==> src/sv/utf8d_pkg.sv <==
// Shared types, constants and helper functions of the UTF-8 decoder.
`default_nettype none
package utf8d_pkg;

    localparam int unsigned CP_W       = 21;
    localparam int unsigned CNT_W      = 16;
    localparam int unsigned CFG_DATA_W = 16;
    localparam int unsigned CFG_IDX_W  = 1;
    localparam int unsigned Q_DEPTH    = 4;
    localparam int unsigned Q_PTR_W    = 2;
    localparam int unsigned Q_CNT_W    = 3;

    localparam logic [CP_W-1:0] SUB_CHAR     = 21'd63;
    localparam logic [CP_W-1:0] SURR_D800    = 21'h00D800;
    localparam logic [CP_W-1:0] SURR_DB7F    = 21'h00DB7F;
    localparam logic [CP_W-1:0] SURR_DB80    = 21'h00DB80;
    localparam logic [CP_W-1:0] SURR_DBFF    = 21'h00DBFF;
    localparam logic [CP_W-1:0] SURR_DC00    = 21'h00DC00;
    localparam logic [CP_W-1:0] SURR_DF80    = 21'h00DF80;
    localparam logic [CP_W-1:0] SURR_DFFF    = 21'h00DFFF;
    localparam logic [CP_W-1:0] MIN_TWO      = 21'h000080;
    localparam logic [CP_W-1:0] MAX_TWO      = 21'h0007FF;
    localparam logic [CP_W-1:0] MIN_THREE    = 21'h000800;
    localparam logic [CP_W-1:0] MAX_THREE    = 21'h00FFFD;
    localparam logic [CP_W-1:0] MAX_BMP      = 21'h00FFFF;
    localparam logic [CP_W-1:0] MIN_FOUR     = 21'h010000;
    localparam logic [CP_W-1:0] MAX_FOUR     = 21'h10FFFF;

    localparam logic [2:0] LEN_TWO   = 3'd2;
    localparam logic [2:0] LEN_THREE = 3'd3;
    localparam logic [2:0] LEN_FOUR  = 3'd4;
    localparam logic [2:0] LEN_FIVE  = 3'd5;
    localparam logic [2:0] LEN_SIX   = 3'd6;

    typedef enum logic [CFG_IDX_W-1:0] {
        CFG_UCS2_MODE = 1'b0,
        CFG_MAX_CHARS = 1'b1
    } t_cfg_index;

    typedef struct packed {
        logic [CP_W-1:0] code_point;
        logic            substituted;
        logic            is_end;
    } t_result;

    typedef struct packed {
        logic    vld0;
        t_result res0;
        logic    vld1;
        t_result res1;
    } t_push;

    function automatic logic listed_surrogate(input logic [CP_W-1:0] v);
        return (v == SURR_D800) || (v == SURR_DB7F) || (v == SURR_DB80) ||
               (v == SURR_DBFF) || (v == SURR_DC00) || (v == SURR_DF80) ||
               (v == SURR_DFFF);
    endfunction

    function automatic logic value_ok(input logic [2:0] len, input logic [CP_W-1:0] v);
        logic ok;
        case (len)
            LEN_TWO:   ok = (v >= MIN_TWO) && (v <= MAX_TWO);
            LEN_THREE: ok = !listed_surrogate(v) && (v >= MIN_THREE) && (v <= MAX_THREE);
            LEN_FOUR:  ok = (v >= MIN_FOUR) && (v <= MAX_FOUR);
            default:   ok = 1'b0;
        endcase
        return ok;
    endfunction

    function automatic t_result make_char(input logic [CP_W-1:0] cp, input logic bad,
                                          input logic ucs2);
        t_result r;
        logic    sub;
        sub          = bad || (ucs2 && (cp > MAX_BMP));
        r.code_point = sub ? SUB_CHAR : cp;
        r.substituted = sub;
        r.is_end     = 1'b0;
        return r;
    endfunction

endpackage
`default_nettype wire

==> src/sv/utf8d_step.sv <==
// Sequence state and per-byte decode logic producing up to two results.
`default_nettype none
module utf8d_step (
    input  wire logic                          i_clk,
    input  wire logic                          i_rst_n,
    input  wire logic                          i_accept,
    input  wire logic [7:0]                    i_text_byte,
    input  wire logic                          i_ucs2_mode,
    input  wire logic [utf8d_pkg::CNT_W-1:0]   i_max_chars,
    output utf8d_pkg::t_push                   o_push
);
    import utf8d_pkg::*;

    logic [2:0]       r_bytes_pending, n_bytes_pending;
    logic [2:0]       r_sequence_length, n_sequence_length;
    logic [CP_W-1:0]  r_partial_value, n_partial_value;
    logic [CNT_W-1:0] r_chars_emitted, n_chars_emitted;

    logic             cont;
    logic             open_seq;
    logic [CP_W-1:0]  shifted;
    logic [2:0]       pend_dec;
    logic [CNT_W-1:0] cnt_a;
    t_result          main_res;
    logic             main_char;
    t_push            push;

    assign cont     = (i_text_byte[7:6] == 2'b10);
    assign open_seq = (r_bytes_pending != 3'd0);
    assign shifted  = {r_partial_value[CP_W-7:0], i_text_byte[5:0]};
    assign pend_dec = r_bytes_pending - 3'd1;

    always_comb begin
        n_bytes_pending   = r_bytes_pending;
        n_sequence_length = r_sequence_length;
        n_partial_value   = r_partial_value;
        n_chars_emitted   = r_chars_emitted;
        push              = '0;
        main_res          = make_char(SUB_CHAR, 1'b1, i_ucs2_mode);
        main_char         = 1'b0;
        cnt_a             = r_chars_emitted;

        if (open_seq && cont) begin
            n_partial_value = shifted;
            n_bytes_pending = pend_dec;
            if (pend_dec == 3'd0) begin
                main_res  = make_char(shifted, !value_ok(r_sequence_length, shifted),
                                      i_ucs2_mode);
                main_char = 1'b1;
                n_bytes_pending   = 3'd0;
                n_sequence_length = 3'd0;
                n_partial_value   = '0;
            end
        end else begin
            if (open_seq) begin
                push.res0 = make_char(SUB_CHAR, 1'b1, i_ucs2_mode);
                if (r_chars_emitted < i_max_chars) begin
                    push.vld0 = 1'b1;
                    cnt_a     = r_chars_emitted + CNT_W'(1);
                end
                n_bytes_pending   = 3'd0;
                n_sequence_length = 3'd0;
                n_partial_value   = '0;
            end
            if (i_text_byte == 8'h00) begin
                push.vld1            = 1'b1;
                push.res1.code_point = '0;
                push.res1.substituted = 1'b0;
                push.res1.is_end     = 1'b1;
                n_bytes_pending   = 3'd0;
                n_sequence_length = 3'd0;
                n_partial_value   = '0;
            end else if (!i_text_byte[7]) begin
                main_res  = make_char({13'd0, i_text_byte}, 1'b0, i_ucs2_mode);
                main_char = 1'b1;
            end else if (!i_text_byte[6]) begin
                main_char = 1'b1;
            end else if (!i_text_byte[5]) begin
                n_sequence_length = LEN_TWO;
                n_bytes_pending   = LEN_TWO - 3'd1;
                n_partial_value   = {16'd0, i_text_byte[4:0]};
            end else if (!i_text_byte[4]) begin
                n_sequence_length = LEN_THREE;
                n_bytes_pending   = LEN_THREE - 3'd1;
                n_partial_value   = {17'd0, i_text_byte[3:0]};
            end else if (!i_text_byte[3]) begin
                n_sequence_length = LEN_FOUR;
                n_bytes_pending   = LEN_FOUR - 3'd1;
                n_partial_value   = {18'd0, i_text_byte[2:0]};
            end else if (!i_text_byte[2]) begin
                n_sequence_length = LEN_FIVE;
                n_bytes_pending   = LEN_FIVE - 3'd1;
                n_partial_value   = '0;
            end else begin
                n_sequence_length = LEN_SIX;
                n_bytes_pending   = LEN_SIX - 3'd1;
                n_partial_value   = '0;
            end
        end

        n_chars_emitted = cnt_a;
        if (main_char && (cnt_a < i_max_chars)) begin
            push.vld1       = 1'b1;
            push.res1       = main_res;
            n_chars_emitted = cnt_a + CNT_W'(1);
        end
        if (!(open_seq && cont) && (i_text_byte == 8'h00)) begin
            n_chars_emitted = '0;
        end

        if (!i_accept) begin
            push.vld0 = 1'b0;
            push.vld1 = 1'b0;
        end
    end

    always_ff @(posedge i_clk) begin
        if (!i_rst_n) begin
            r_bytes_pending   <= 3'd0;
            r_sequence_length <= 3'd0;
            r_partial_value   <= '0;
            r_chars_emitted   <= '0;
        end else if (i_accept) begin
            r_bytes_pending   <= n_bytes_pending;
            r_sequence_length <= n_sequence_length;
            r_partial_value   <= n_partial_value;
            r_chars_emitted   <= n_chars_emitted;
        end
    end

    assign o_push = push;

endmodule
`default_nettype wire

==> src/sv/utf8d_res_queue.sv <==
// Result queue taking up to two results per cycle and handing out one beat per cycle unless stalled.
`default_nettype none
module utf8d_res_queue (
    input  wire logic                          i_clk,
    input  wire logic                          i_rst_n,
    input  wire utf8d_pkg::t_push              i_push,
    output logic                               o_full,
    output logic                               o_valid,
    input  wire logic                          i_stall,
    output utf8d_pkg::t_result                 o_res
);
    import utf8d_pkg::*;

    t_result              r_entry [Q_DEPTH];
    logic [Q_PTR_W-1:0]   r_wr_ptr, n_wr_ptr;
    logic [Q_PTR_W-1:0]   r_rd_ptr, n_rd_ptr;
    logic [Q_CNT_W-1:0]   r_count, n_count;
    logic                 pop;
    logic [Q_PTR_W-1:0]   wr_second;

    assign pop       = o_valid && !i_stall;
    assign wr_second = r_wr_ptr + Q_PTR_W'(i_push.vld0);

    always_comb begin
        n_wr_ptr = r_wr_ptr + Q_PTR_W'(i_push.vld0) + Q_PTR_W'(i_push.vld1);
        n_rd_ptr = r_rd_ptr + Q_PTR_W'(pop);
        n_count  = r_count + Q_CNT_W'(i_push.vld0) + Q_CNT_W'(i_push.vld1)
                   - Q_CNT_W'(pop);
    end

    always_ff @(posedge i_clk) begin
        if (i_push.vld0) begin
            r_entry[r_wr_ptr] <= i_push.res0;
        end
        if (i_push.vld1) begin
            r_entry[wr_second] <= i_push.res1;
        end
    end

    always_ff @(posedge i_clk) begin
        if (!i_rst_n) begin
            r_wr_ptr <= '0;
            r_rd_ptr <= '0;
            r_count  <= '0;
        end else begin
            r_wr_ptr <= n_wr_ptr;
            r_rd_ptr <= n_rd_ptr;
            r_count  <= n_count;
        end
    end

    // Hold off input unless two free slots remain.
    assign o_full  = (r_count > Q_CNT_W'(Q_DEPTH - 2));
    assign o_valid = (r_count != '0);
    assign o_res   = r_entry[r_rd_ptr];

endmodule
`default_nettype wire

==> src/sv/utf8_to_code_point_decoder_core.sv <==
// Top level of the UTF-8 to code point decoder.
//
//   channel  direction  handshake                  payload
//   in       input      i_in_valid / o_in_stall    i_text_byte
//   out      output     o_out_valid / i_out_stall  o_code_point, o_substituted, o_is_end
//   cfg      input      i_cfg_we                   i_cfg_index, i_cfg_data
//
// One byte per cycle is accepted while the queue has room; its results enter a four-entry
// result queue in the same edge and leave one beat per cycle unless the output stalls.
// A byte that yields two results puts two entries in the queue, which drain one at a time.
// Synchronous active-low reset clears sequence state, counter, queue and UCS-2 mode; max_chars goes to all ones.
// Input stalls while fewer than two queue slots are free; output stall only fills the queue.
`default_nettype none
module utf8_to_code_point_decoder_core (
    input  wire logic                              i_clk,
    input  wire logic                              i_rst_n,
    input  wire logic                              i_in_valid,
    output logic                                   o_in_stall,
    input  wire logic [7:0]                        i_text_byte,
    output logic                                   o_out_valid,
    input  wire logic                              i_out_stall,
    output logic [utf8d_pkg::CP_W-1:0]             o_code_point,
    output logic                                   o_substituted,
    output logic                                   o_is_end,
    input  wire logic                              i_cfg_we,
    input  wire logic [utf8d_pkg::CFG_IDX_W-1:0]   i_cfg_index,
    input  wire logic [utf8d_pkg::CFG_DATA_W-1:0]  i_cfg_data
);
    import utf8d_pkg::*;

    logic             r_ucs2_mode;
    logic [CNT_W-1:0] r_max_chars;
    logic             accept;
    logic             full;
    t_push            push;
    t_result          res;

    always_ff @(posedge i_clk) begin
        if (!i_rst_n) begin
            r_ucs2_mode <= 1'b0;
            r_max_chars <= '1;
        end else if (i_cfg_we) begin
            case (i_cfg_index)
                CFG_UCS2_MODE: r_ucs2_mode <= i_cfg_data[0];
                CFG_MAX_CHARS: r_max_chars <= i_cfg_data[CNT_W-1:0];
                default: begin
                end
            endcase
        end
    end

    assign accept     = i_in_valid && !full;
    assign o_in_stall = full;

    utf8d_step u_step (
        .i_clk       (i_clk),
        .i_rst_n     (i_rst_n),
        .i_accept    (accept),
        .i_text_byte (i_text_byte),
        .i_ucs2_mode (r_ucs2_mode),
        .i_max_chars (r_max_chars),
        .o_push      (push)
    );

    utf8d_res_queue u_queue (
        .i_clk   (i_clk),
        .i_rst_n (i_rst_n),
        .i_push  (push),
        .o_full  (full),
        .o_valid (o_out_valid),
        .i_stall (i_out_stall),
        .o_res   (res)
    );

    assign o_code_point  = res.code_point;
    assign o_substituted = res.substituted;
    assign o_is_end      = res.is_end;

endmodule
`default_nettype wire
==> config.mk <==
export PLATFORM = sky130hd
export DESIGN_NAME = utf8_to_code_point_decoder_core
export DESIGN_NICKNAME = d
export VERILOG_FILES = /design/src/sv/utf8d_pkg.sv /design/src/sv/utf8d_step.sv /design/src/sv/utf8d_res_queue.sv /design/src/sv/utf8_to_code_point_decoder_core.sv
export SDC_FILE = /design/constraint.sdc
export NUM_CORES = 1
export LEC_CHECK = 0
export BUFFER_PORTS_ARGS = -buffer_cell sky130_fd_sc_hd__buf_2
export CORE_MARGIN = 4
export CORE_UTILIZATION = 40
export CTS_BUF_LIST = sky130_fd_sc_hd__clkbuf_16
export CTS_CLUSTER_DIAMETER = 60
export CTS_CLUSTER_SIZE = 16
export DETAILED_ROUTE_END_ITERATION = 12
export GPL_ROUTABILITY_DRIVEN = 0
export PLACE_DENSITY = 0.58
export SYNTH_ARGS = -nofsm -noshare
export SYNTH_HDL_FRONTEND = slang
export SYNTH_SLANG_ARGS = --single-unit
==> constraint.sdc <==
create_clock -name i_clk -period 6.7 [get_ports i_clk]
set_clock_uncertainty 0.05 [all_clocks]
set_input_delay 1.005 -clock i_clk [delete_from_list [all_inputs] [get_ports i_clk]]
set_output_delay 1.005 -clock i_clk [all_outputs]
set_load 0.005 [all_outputs]
After elaboration in Yosys (flattened, before gate mapping)
Memory sizes are Yosys's and may differ from the RTL's. A register that Yosys moved wholly into a read port is not among the register bits.
Index checks and enable logic that the tools add are counted.
- register bits: 67
- RAM bits: 92
- bits of input ports: 30
- output and inout bits: 25
- word-level logic and storage cells: 130
- memories: 1
- memories (name ; depth ; width ; rd ports ; clocked after memory_dff ; wr ports ; RTL line ; text):
    u_queue.r_entry ; 4 ; 23 ; 1 ; 1 ; 2 ; utf8d_res_queue.sv:14 ; t_result r_entry [Q_DEPTH];
- add/subtract/negate cells: 9
- order comparisons: 10
- equal/unequal tests: 12
- multiplexer cells: 59
- bitwise logic cells: 1
- reductions and logical operators: 29
- operators by type and width (cell ; number):
    2-to-1 mux 21 bit ; 9
    == test 21 x 16 -> 1 bit (second input constant) ; 7
    2-to-1 mux 16 bit ; 5
    2-to-1 mux 24 bit ; 3
    2-to-1 mux 23 bit ; 3
    2-to-1 mux 3 bit ; 19
    2-to-1 mux 48 bit ; 1
    adder 16 x 1 -> 16 bit (second input constant) ; 2
    < comparator 16 bit ; 2
    >= comparator 21 x 12 -> 1 bit (second input constant) ; 1
    >= comparator 21 x 17 -> 1 bit (second input constant) ; 1
    >= comparator 21 x 8 -> 1 bit (second input constant) ; 1
    > comparator 21 x 16 -> 1 bit (second input constant) ; 1
    less-or-equal comparator 21 x 11 -> 1 bit (second input constant) ; 1
    less-or-equal comparator 21 x 16 -> 1 bit (second input constant) ; 1
    less-or-equal comparator 21 bit (second input constant) ; 1
    2-to-1 mux 1 bit ; 15
    logical AND 1 bit ; 10
    2-to-1 mux 9 bit ; 1
    zero test 8 bit ; 1
    logical OR 1 bit ; 7
    adder 2 x 1 -> 2 bit ; 3
    adder 3 x 1 -> 3 bit ; 2
    == test 3 x 2 -> 1 bit (second input constant) ; 2
    13 further kinds ; 21

Logic depth before layout (Yosys ltp)
Gate-level depths: netlist of the first run.
- depth in word-level cells: 22
- gate-level depth with buffers: 25

By module
From an unflattened synthesis of the first run, not the netlist that was laid out.
- cell total of the unflattened synthesis: 845
- area, all modules: 9506.6 um^2
- modules (own cells, without submodules) (module ; times used ; cells an instance ; area each (um^2) ; seq. area each (um^2)):
    utf8d_res_queue ; 1 ; 267 ; 4874.7 ; 2902.8
    utf8d_step ; 1 ; 499 ; 3875.0 ; 740.7
    utf8_to_code_point_decoder_core ; 1 ; 79 ; 757.0 ; 340.3

Worst setup path before layout of the first run
OpenSTA, ideal clock, no wires.
- path type: input-to-reg
- from: input i_text_byte[7]
- to: register u_queue.r_count[2]
- setup time: 0.117 ns
- data arrival time: 5.588 ns
- data required time: 6.533 ns
- path slack: 0.944 ns
- stages: 21
- buffers on the path: 3
- cell sequence: nor2b_1 > a2111oi_4 > buf_4 > nand4_1 > o31a_1 > or2_2 > ha_1 > a21oi_1 > o21ai_0 > a2111oi_1 > nand2_1 > o31ai_4 > buf_6 > buf_6 > o21ai_0 > ha_1 > inv_1 > fa_1 > fa_1 > xor2_1 > nor2_1
- cells in the longest elaborated chain, start to end: 9
- elaborated cells between the ends (all ways): 17
- classes of those cells: add/sub: 3; order compare: 1; eq/ne: 1; mux: 9; reduce/logical: 3
- RTL lines (element ; RTL line ; text):
    from (decl) ; utf8_to_code_point_decoder_core.sv:19 ; input wire logic [7:0] i_text_byte,
    == test 2 bit ; utf8d_step.sv:28 ; assign cont = (i_text_byte[7:6] == 2'b10);
    logical AND 1 bit ; utf8d_step.sv:43 ; if (open_seq && cont) begin
    2-to-1 mux 16 bit ; utf8d_step.sv:43 ;
    < comparator 16 bit ; utf8d_step.sv:102 ; if (main_char && (cnt_a < i_max_chars)) begin
    logical AND 1 bit ; utf8d_step.sv:102 ;
    2-to-1 mux 24 bit ; utf8d_step.sv:102 ;
    2-to-1 mux 1 bit ; utf8d_step.sv:111 ; if (!i_accept) begin
    adder 3 x 1 -> 3 bit * ; utf8d_res_queue.sv:27 ; n_count = r_count + Q_CNT_W'(i_push.vld0) + Q_CNT_W'(i_push.vld1)
    subtractor 3 x 1 -> 3 bit * ; utf8d_res_queue.sv:28 ; - Q_CNT_W'(pop);
    to (signal assigned) ; utf8d_res_queue.sv:48 ; r_count <= n_count;
    to (decl) ; utf8d_res_queue.sv:17 ; logic [Q_CNT_W-1:0] r_count, n_count;
Every way passes the cells marked *; elsewhere a longest branch is shown, timed or not.
A chain may end at the register's enable or synchronous reset.

Worst setup path in the final report of the first run
- from: register u_step.r_chars_emitted[13]
- to: register u_queue.r_count[2]
- cells in the longest elaborated chain, start to end: 10
- elaborated cells between the ends (all ways): 16
- classes of those cells: add/sub: 4; order compare: 2; mux: 9; reduce/logical: 1
- RTL lines (element ; RTL line ; text):
    from (decl) ; utf8d_step.sv:17 ; logic [CNT_W-1:0] r_chars_emitted, n_chars_emitted;
    from (signal assigned) ; utf8d_step.sv:127 ; r_chars_emitted <= n_chars_emitted;
    adder 16 x 1 -> 16 bit or < comparator 16 bit (tied branches) ; utf8d_step.sv:59, utf8d_step.sv:57 ;
    2-to-1 mux 16 bit ; utf8d_step.sv:57 ; if (r_chars_emitted < i_max_chars) begin
    2-to-1 mux 16 bit ; utf8d_step.sv:55 ; if (open_seq) begin
    2-to-1 mux 16 bit ; utf8d_step.sv:43 ;
    < comparator 16 bit ; utf8d_step.sv:102 ;
    logical AND 1 bit ; utf8d_step.sv:102 ;
    2-to-1 mux 24 bit ; utf8d_step.sv:102 ;
    2-to-1 mux 1 bit ; utf8d_step.sv:111 ;
    adder 3 x 1 -> 3 bit * ; utf8d_res_queue.sv:27 ;
    subtractor 3 x 1 -> 3 bit * ; utf8d_res_queue.sv:28 ;
Marks and branches as above.

==> results of run 1 <==
-- cell usage after synthesis, types with 23 or more instances --
cell	number
a21oi_1	28
and2_1	65
clkbuf_1	31
dfxtp_1	61
edfxtp_1	92
ha_1	40
inv_1	35
mux4_2	23
nand2_1	66
nand3_1	24
nor2_1	31
o21ai_0	39
-- how the worst max path moves through the flow --
stage	from	end	slack, ns	depth (start not counted)
final	u_step.r_chars_emitted[13]$_SDFFE_PN0P_	u_queue.r_count[2]$_SDFF_PN0_	0.96	20
after CTS	u_step.r_chars_emitted[12]$_SDFFE_PN0P_	u_queue.r_count[2]$_SDFF_PN0_	0.93	20
after detailed placement	i_text_byte[7]	u_queue.r_count[2]$_SDFF_PN0_	0.79	18
after floorplan	i_text_byte[7]	u_queue.r_count[2]$_SDFF_PN0_	0.94	21
after global placement	i_text_byte[7]	u_queue.r_count[2]$_SDFF_PN0_	0.81	19
after global routing	u_step.r_chars_emitted[13]$_SDFFE_PN0P_	u_queue.r_count[2]$_SDFF_PN0_	0.38	20
-- flip-flops by register name (all words and copies together) (netlist names) --
signal	count
u_step.r_sequence_length	3
u_queue.r_entry	92
u_step.r_bytes_pending	3
u_step.r_chars_emitted	16
r_ucs2_mode	1
r_max_chars	16
u_queue.r_count	3
u_queue.r_rd_ptr	2
u_queue.r_wr_ptr	2
u_step.r_partial_value	15
-- power groups by stage --
stage	logic (mW)	clock network, mW	registers, mW
3_3_place_gp	0.855	0	1.30
6_report	0.856	0.949	1.28
3_5_place_dp	0.865	0	1.31
4_1_cts	0.869	0.970	1.29
5_1_grt	0.949	1.01	1.30
2_1_floorplan	0.616	0	1.25
-- layer usage --
metal  up-vias  wire length [µm]
met5         -                 0
met4         0               449
met3        29               793
met2       147             10140
met1      3053              9485
li1       3122                 -
-- area by class of cell --
cell class / instances / area (µm²) / share of cell area
clock buffers: 17 / 425.4 / 0.04349
flip-flops and latches: 153 / 3985 / 0.4074
inverters: 36 / 135.1 / 0.01381
well taps: 275 / 344.1 / 0.03518
repair buffers: 71 / 397.9 / 0.04068
clock inverters: 15 / 156.4 / 0.01599
multi-input cells: 568 / 4338 / 0.4435
-- worst min-delay path: cells and delay by family (launching register included) --
family | cells | cell delay, ns
compound gates | 1 | 0.05
flops | 1 | 0.34
simple gates | 1 | 0.08
-- cells in the final DEF, fill, tap and decap left out, drive strengths merged, types with 4 or more instances in the layout --
cell type,count
edfxtp,92
buf,71
nand2,67
and2,66
dfxtp,61
o21ai,44
inv,43
ha,40
nor2,31
a21oi,28
nand3,24
mux4,23
o211ai,22
nor2b,20
nand4,20
clkbuf,17
a22oi,15
nor4,14
xnor2,13
xor2,11
a31oi,11
nor3,9
nand2b,9
o31ai,9
and3,7
and4,7
or4,6
nor3b,6
and3b,5
or2,4
a2111oi,4
clkinv,4
-- stage by stage --
| stage | utilization | instances | setup WS, ns |
|---|---|---|---|
| final | 0.4624 | 1135 | 0.9612 |
| after CTS | 0.4624 | 1135 | 0.9277 |
| after global routing | 0.4624 | 1135 | 0.3839 |
| after floorplan | - | 805 | 0.9444 |
| after global placement | 0.4349 | 1103 | 0.8145 |
| after detailed placement | 0.4349 | 1103 | 0.7873 |
-- kinds of logic (layout without fill, tap and decap cells) --
group,Yosys count,count (layout),synth area share
DFF,153,153,0.4593
and+or+nand+nor,304,304,0.2028
adders and majority gates,42,42,0.06231
buffers and inverters,84,139,0.04255
AOI/OAI and AO/OA,172,172,0.1432
xor gates and xnor gates,24,24,0.02640
muxes,26,26,0.06346
==> results.toml, run 1 <==
[run_status]
outcome = "completed"

[logic_synthesis]
syn_area_per_cell_um2 = 10.78
synth_seq_cells = 153
synth.largest_area_cell = "edfxtp_1"
ys_seq_area_frac = 0.4593
synthTopCellsByArea = "edfxtp_1, dfxtp_1, mux4_2"
synth_ff_type = "edfxtp_1"
syn_area_um2 = 8675
synth_edf_count = 92
synth_nets = 877
synth_async_sr_flop_share = 0
synth_cells = 805
synth_top_area_frac = 0.3185
ys_types = 84
yosys_warnings = 0

[grt]
met1_usage = 0.2362
first_global_vias = 6250
top_usage_layer = "met2"
grt.met3_usage = 0.02976
grt_max_degree = 43
gr-total-overflow = 0
antenna_found_initial = 0
grtUsageMet2 = 0.2984
track_usage = 0.1783
grt_pass1_wl_um = 33970

[timing]
rsz0062_at_grt = "no"
setup_viol = 0
holdWs_ns = 0.4596
slew_violations = 0
fin_crit_ns = 5.739
max_slew_margin = 0.2181
finalSetupTns_ns = 0
fin_crit_sh = 0.8565
hold_viol_final = 0
fmax_mhz = 174.3
worst_slew_pin_slew_ns = 1.173

[worst_setup_path]
critPathBufInv = 2
critPathMaxFanout = 16
reg2reg_from = "u_step.r_chars_emitted[13]$_SDFFE_PN0P_"
worstPathCellList = "ha_1 > nand4_2 > or3_4 > nor4_4 > nor3_1 > xnor2_1 > inv_1 > ha_1 > a21oi_1 > o21ai_0 > a2111oi_1 > nand2_1 > o31ai_4 > o21ai_0 > ha_1 > inv_1 > fa_1 > fa_1 > xor2_1 > nor2_1"
max_stage_delay_ns = 0.61
setup.worst_path.class = "register to register"
critPathTopFamily = "adder cells"
r2r_cells = 20
r2r_setup_slack_ns = 0.96
endpoint_kind = "register"
required_ns = 6.96
crit_top_cell = "ha_1"
worstPathArrival_ns = 6.00
r2r-end = "u_queue.r_count[2]$_SDFF_PN0_"
cp-start-kind = "register"
cp_slowest_cell = "a2111oi_1"

[power_and_ir_drop]
switchingPower_uw = 998.9
powerDensity_nw_per_um2 = 315.4
p_clk_frac = 0.307
p_sw_frac = 0.3238
power_mw = 3.085
internal-power_mw = 2.086
p_leak_nw = 3.807
peakVddDrop_uv = 173.5
seqPwrFrac = 0.415
combPwrFrac = 0.277

[final_layout]
num_antenna_cells = 0
num-fill-cells = 1993
nets = 919
area_growth_pct = 12.77
drive_gt1_frac = 0.1860
final_area_um2 = 9782

[min_path]
min_from = "u_step.r_chars_emitted[15]$_SDFFE_PN0P_"
whs_path_depth = 2
min_to = "u_step.r_chars_emitted[15]$_SDFFE_PN0P_"
holdCritPathClass = "register to register"

[clock_tree]
insertion_delay_ns = 0.43
htree_levels = 4
post_cts_buffers = 0
cts-root-buf = "clkbuf_16"
cts_resized = 0
clockBufferDepth = 2
cts_inserted_buffers = 17
clkSinkCount = 153
cts_tree = "built"
hold_buffers = 0
clk_pin_slew_worst_paths_ns = 0.06

[placement]
dp_hpwl_um = 14290
io_buffers = 54
placed_area_um2 = 9200

[floorplan]
ios = 55
die_h_um = 155.3
die_x_um = 155.3
start_util = 0.4101
num_rows = 53
core_um2 = 21150
die-area_um2 = 24110

[detailed_routing]
viasPerCell = 5.596
first_iter_violations = 481
wl_per_cell_um = 18.38
routed_wl_um = 20870
route.detailed.drc = 0
vias = 6351
drtAntennaViolNets = 0
firstDrtPassIters = 5

[job]
drv_cap = 0
Power figures use the tool's default switching activity.
==> inputs of run 2 (changes only) <==
- ABC_CLOCK_PERIOD_IN_PS: unset -> 6700
- CTS_BUF_LIST: sky130_fd_sc_hd__clkbuf_16 -> unset
==> run 2 against run 1 <==
  * Combinational power is essentially flat
  * Global-route usage unchanged
  * Largest power group unchanged
  * Cell count is the same
==> results.toml, run 2 (synthesized netlist as in run 1, its figures left out) <==
[timing]
setup_slack_ns = 0.9612
fin_crit_ns = 5.739
holdWs_ns = 0.4592
setup_viol = 0
slew_violations = 0
max_slew_margin = 0.2181
fin_crit_sh = 0.8565
fmax_mhz = 174.3
finalSetupTns_ns = 0
hold_viol_final = 0
worst_slew_pin_slew_ns = 1.173
rsz0062_at_grt = "no"

[detailed_routing]
route.detailed.drc = 0
wl_per_cell_um = 18.39
vias = 6341
routed_wl_um = 20870
viasPerCell = 5.587
drtAntennaViolNets = 0
first_iter_violations = 481
firstDrtPassIters = 5

[final_layout]
num-fill-cells = 1993
utilization = 0.4624
nets = 919
final_cell_mix = "edfxtp_1, nand2_1, and2_1"
num_antenna_cells = 0
max_flop_register = "u_queue.r_entry"
drive_gt1_frac = 0.1860
layout_commonest_cell = "edfxtp_1"
final_cells = 1135
area_growth_pct = 12.77
final_area_um2 = 9782
largest_register_ffs = 92
reg_top3 = "u_queue.r_entry x92, r_max_chars x16, u_step.r_chars_emitted x16"

[power_and_ir_drop]
powerDensity_nw_per_um2 = 315.5
p_leak_nw = 3.803
peakVddDrop_uv = 173.5
power_mw = 3.086

[placement]
io_buffers = 54
placed_area_um2 = 9200
place_ws_ns = 0.7873
dp_cells = 1103
dp_hpwl_um = 14290

[worst_setup_path]
crit_path_end = "u_queue.r_count[2]$_SDFF_PN0_"
r2r_setup_slack_ns = 0.96
setup.worst_path.class = "register to register"
required_ns = 6.96
worstPathArrival_ns = 6.00
critPathMaxFanout = 16
reg2reg_from = "u_step.r_chars_emitted[13]$_SDFFE_PN0P_"
cp-start-kind = "register"
r2r-end = "u_queue.r_count[2]$_SDFF_PN0_"
r2r_cells = 20
timing.critical_path.from = "u_step.r_chars_emitted[13]$_SDFFE_PN0P_"
endpoint_kind = "register"

[min_path]
holdCritPathClass = "register to register"

[clock_tree]
hold_buffers = 0
clkSinkCount = 153
htree_levels = 4
insertion_delay_ns = 0.43
cts_inserted_buffers = 17
post_cts_buffers = 0
cts-root-buf = "clkbuf_16"
clockBufferDepth = 2
cts_tree = "built"
clk_pin_slew_worst_paths_ns = 0.06
cts_resized = 0

[run_status]
outcome = "completed"

[floorplan]
die-area_um2 = 24110
die_h_um = 155.3
core_um2 = 21150
start_util = 0.4101
ios = 55
die_x_um = 155.3
num_rows = 53

[grt]
grt_pass1_wl_um = 33970
grt_max_degree = 43
first_global_vias = 6250
gr-total-overflow = 0
antenna_found_initial = 0
track_usage = 0.1783

[job]
drv_cap = 0
-- run 2: cell count changes in the layout (fill, tap and decap cells not counted) --
cell	delta
clkbuf_1	+1
inv_1	-1
-- run 2: worst min-delay path by stage --
stage | from | to | slack (ns) | cells past startpoint
after floorplan | r_ucs2_mode$_SDFFE_PN0P_ | r_ucs2_mode$_SDFFE_PN0P_ | 0.41 | 2
after global placement | u_step.r_chars_emitted[15]$_SDFFE_PN0P_ | u_step.r_chars_emitted[15]$_SDFFE_PN0P_ | 0.45 | 2
after detailed placement | u_step.r_chars_emitted[15]$_SDFFE_PN0P_ | u_step.r_chars_emitted[15]$_SDFFE_PN0P_ | 0.45 | 2
after CTS | u_step.r_chars_emitted[15]$_SDFFE_PN0P_ | u_step.r_chars_emitted[15]$_SDFFE_PN0P_ | 0.46 | 2
after global routing | u_step.r_chars_emitted[15]$_SDFFE_PN0P_ | u_step.r_chars_emitted[15]$_SDFFE_PN0P_ | 0.49 | 2
final | u_step.r_chars_emitted[15]$_SDFFE_PN0P_ | u_step.r_chars_emitted[15]$_SDFFE_PN0P_ | 0.46 | 2
-- run 2: power breakdown --
| part | switching [mW] | leakage, nW | total (mW) | internal, mW |
|---|---|---|---|---|
| combinational | 0.483 | 2.14 | 0.856 | 0.373 |
| sequential | 0.0924 | 1.39 | 1.28 | 1.19 |
| clock | 0.424 | 0.275 | 0.950 | 0.526 |
| total | 0.999 | 3.80 | 3.09 | 2.09 |
-- run 2: routing by layer --
layer | routed length, µm | track usage | up-vias
met3 | 768 | 0.02976 | 29
li1 | - | - | 3123
met5 | 0 | 0 | -
met2 | 10130 | 0.2984 | 135
met4 | 449 | 0.06003 | 0
met1 | 9526 | 0.2362 | 3054
-- run 2: cell type report --
cell class                 instances  area (µm²)  area share
tap                              275       344.1     0.03518
clock buffer                      18       429.2     0.04387
multi-input combinational        568        4338      0.4435
sequential                       153        3985      0.4074
inverter                          36       135.1     0.01381
timing repair buffer              71       397.9     0.04068
clock inverter                    14       152.6     0.01560
-- run 2: critical path: stages (launching register included) --
cell and delay, ns:
dfxtp_1 0.38, ha_1 0.34, nand4_2 0.16, or3_4 0.44, nor4_4 0.58, nor3_1 0.14, xnor2_1 0.31, inv_1 0.12
ha_1 0.31, a21oi_1 0.14, o21ai_0 0.14, a2111oi_1 0.61, nand2_1 0.18, o31ai_4 0.21, o21ai_0 0.13, ha_1 0.33
inv_1 0.05, fa_1 0.40, fa_1 0.38, xor2_1 0.16, nor2_1 0.05
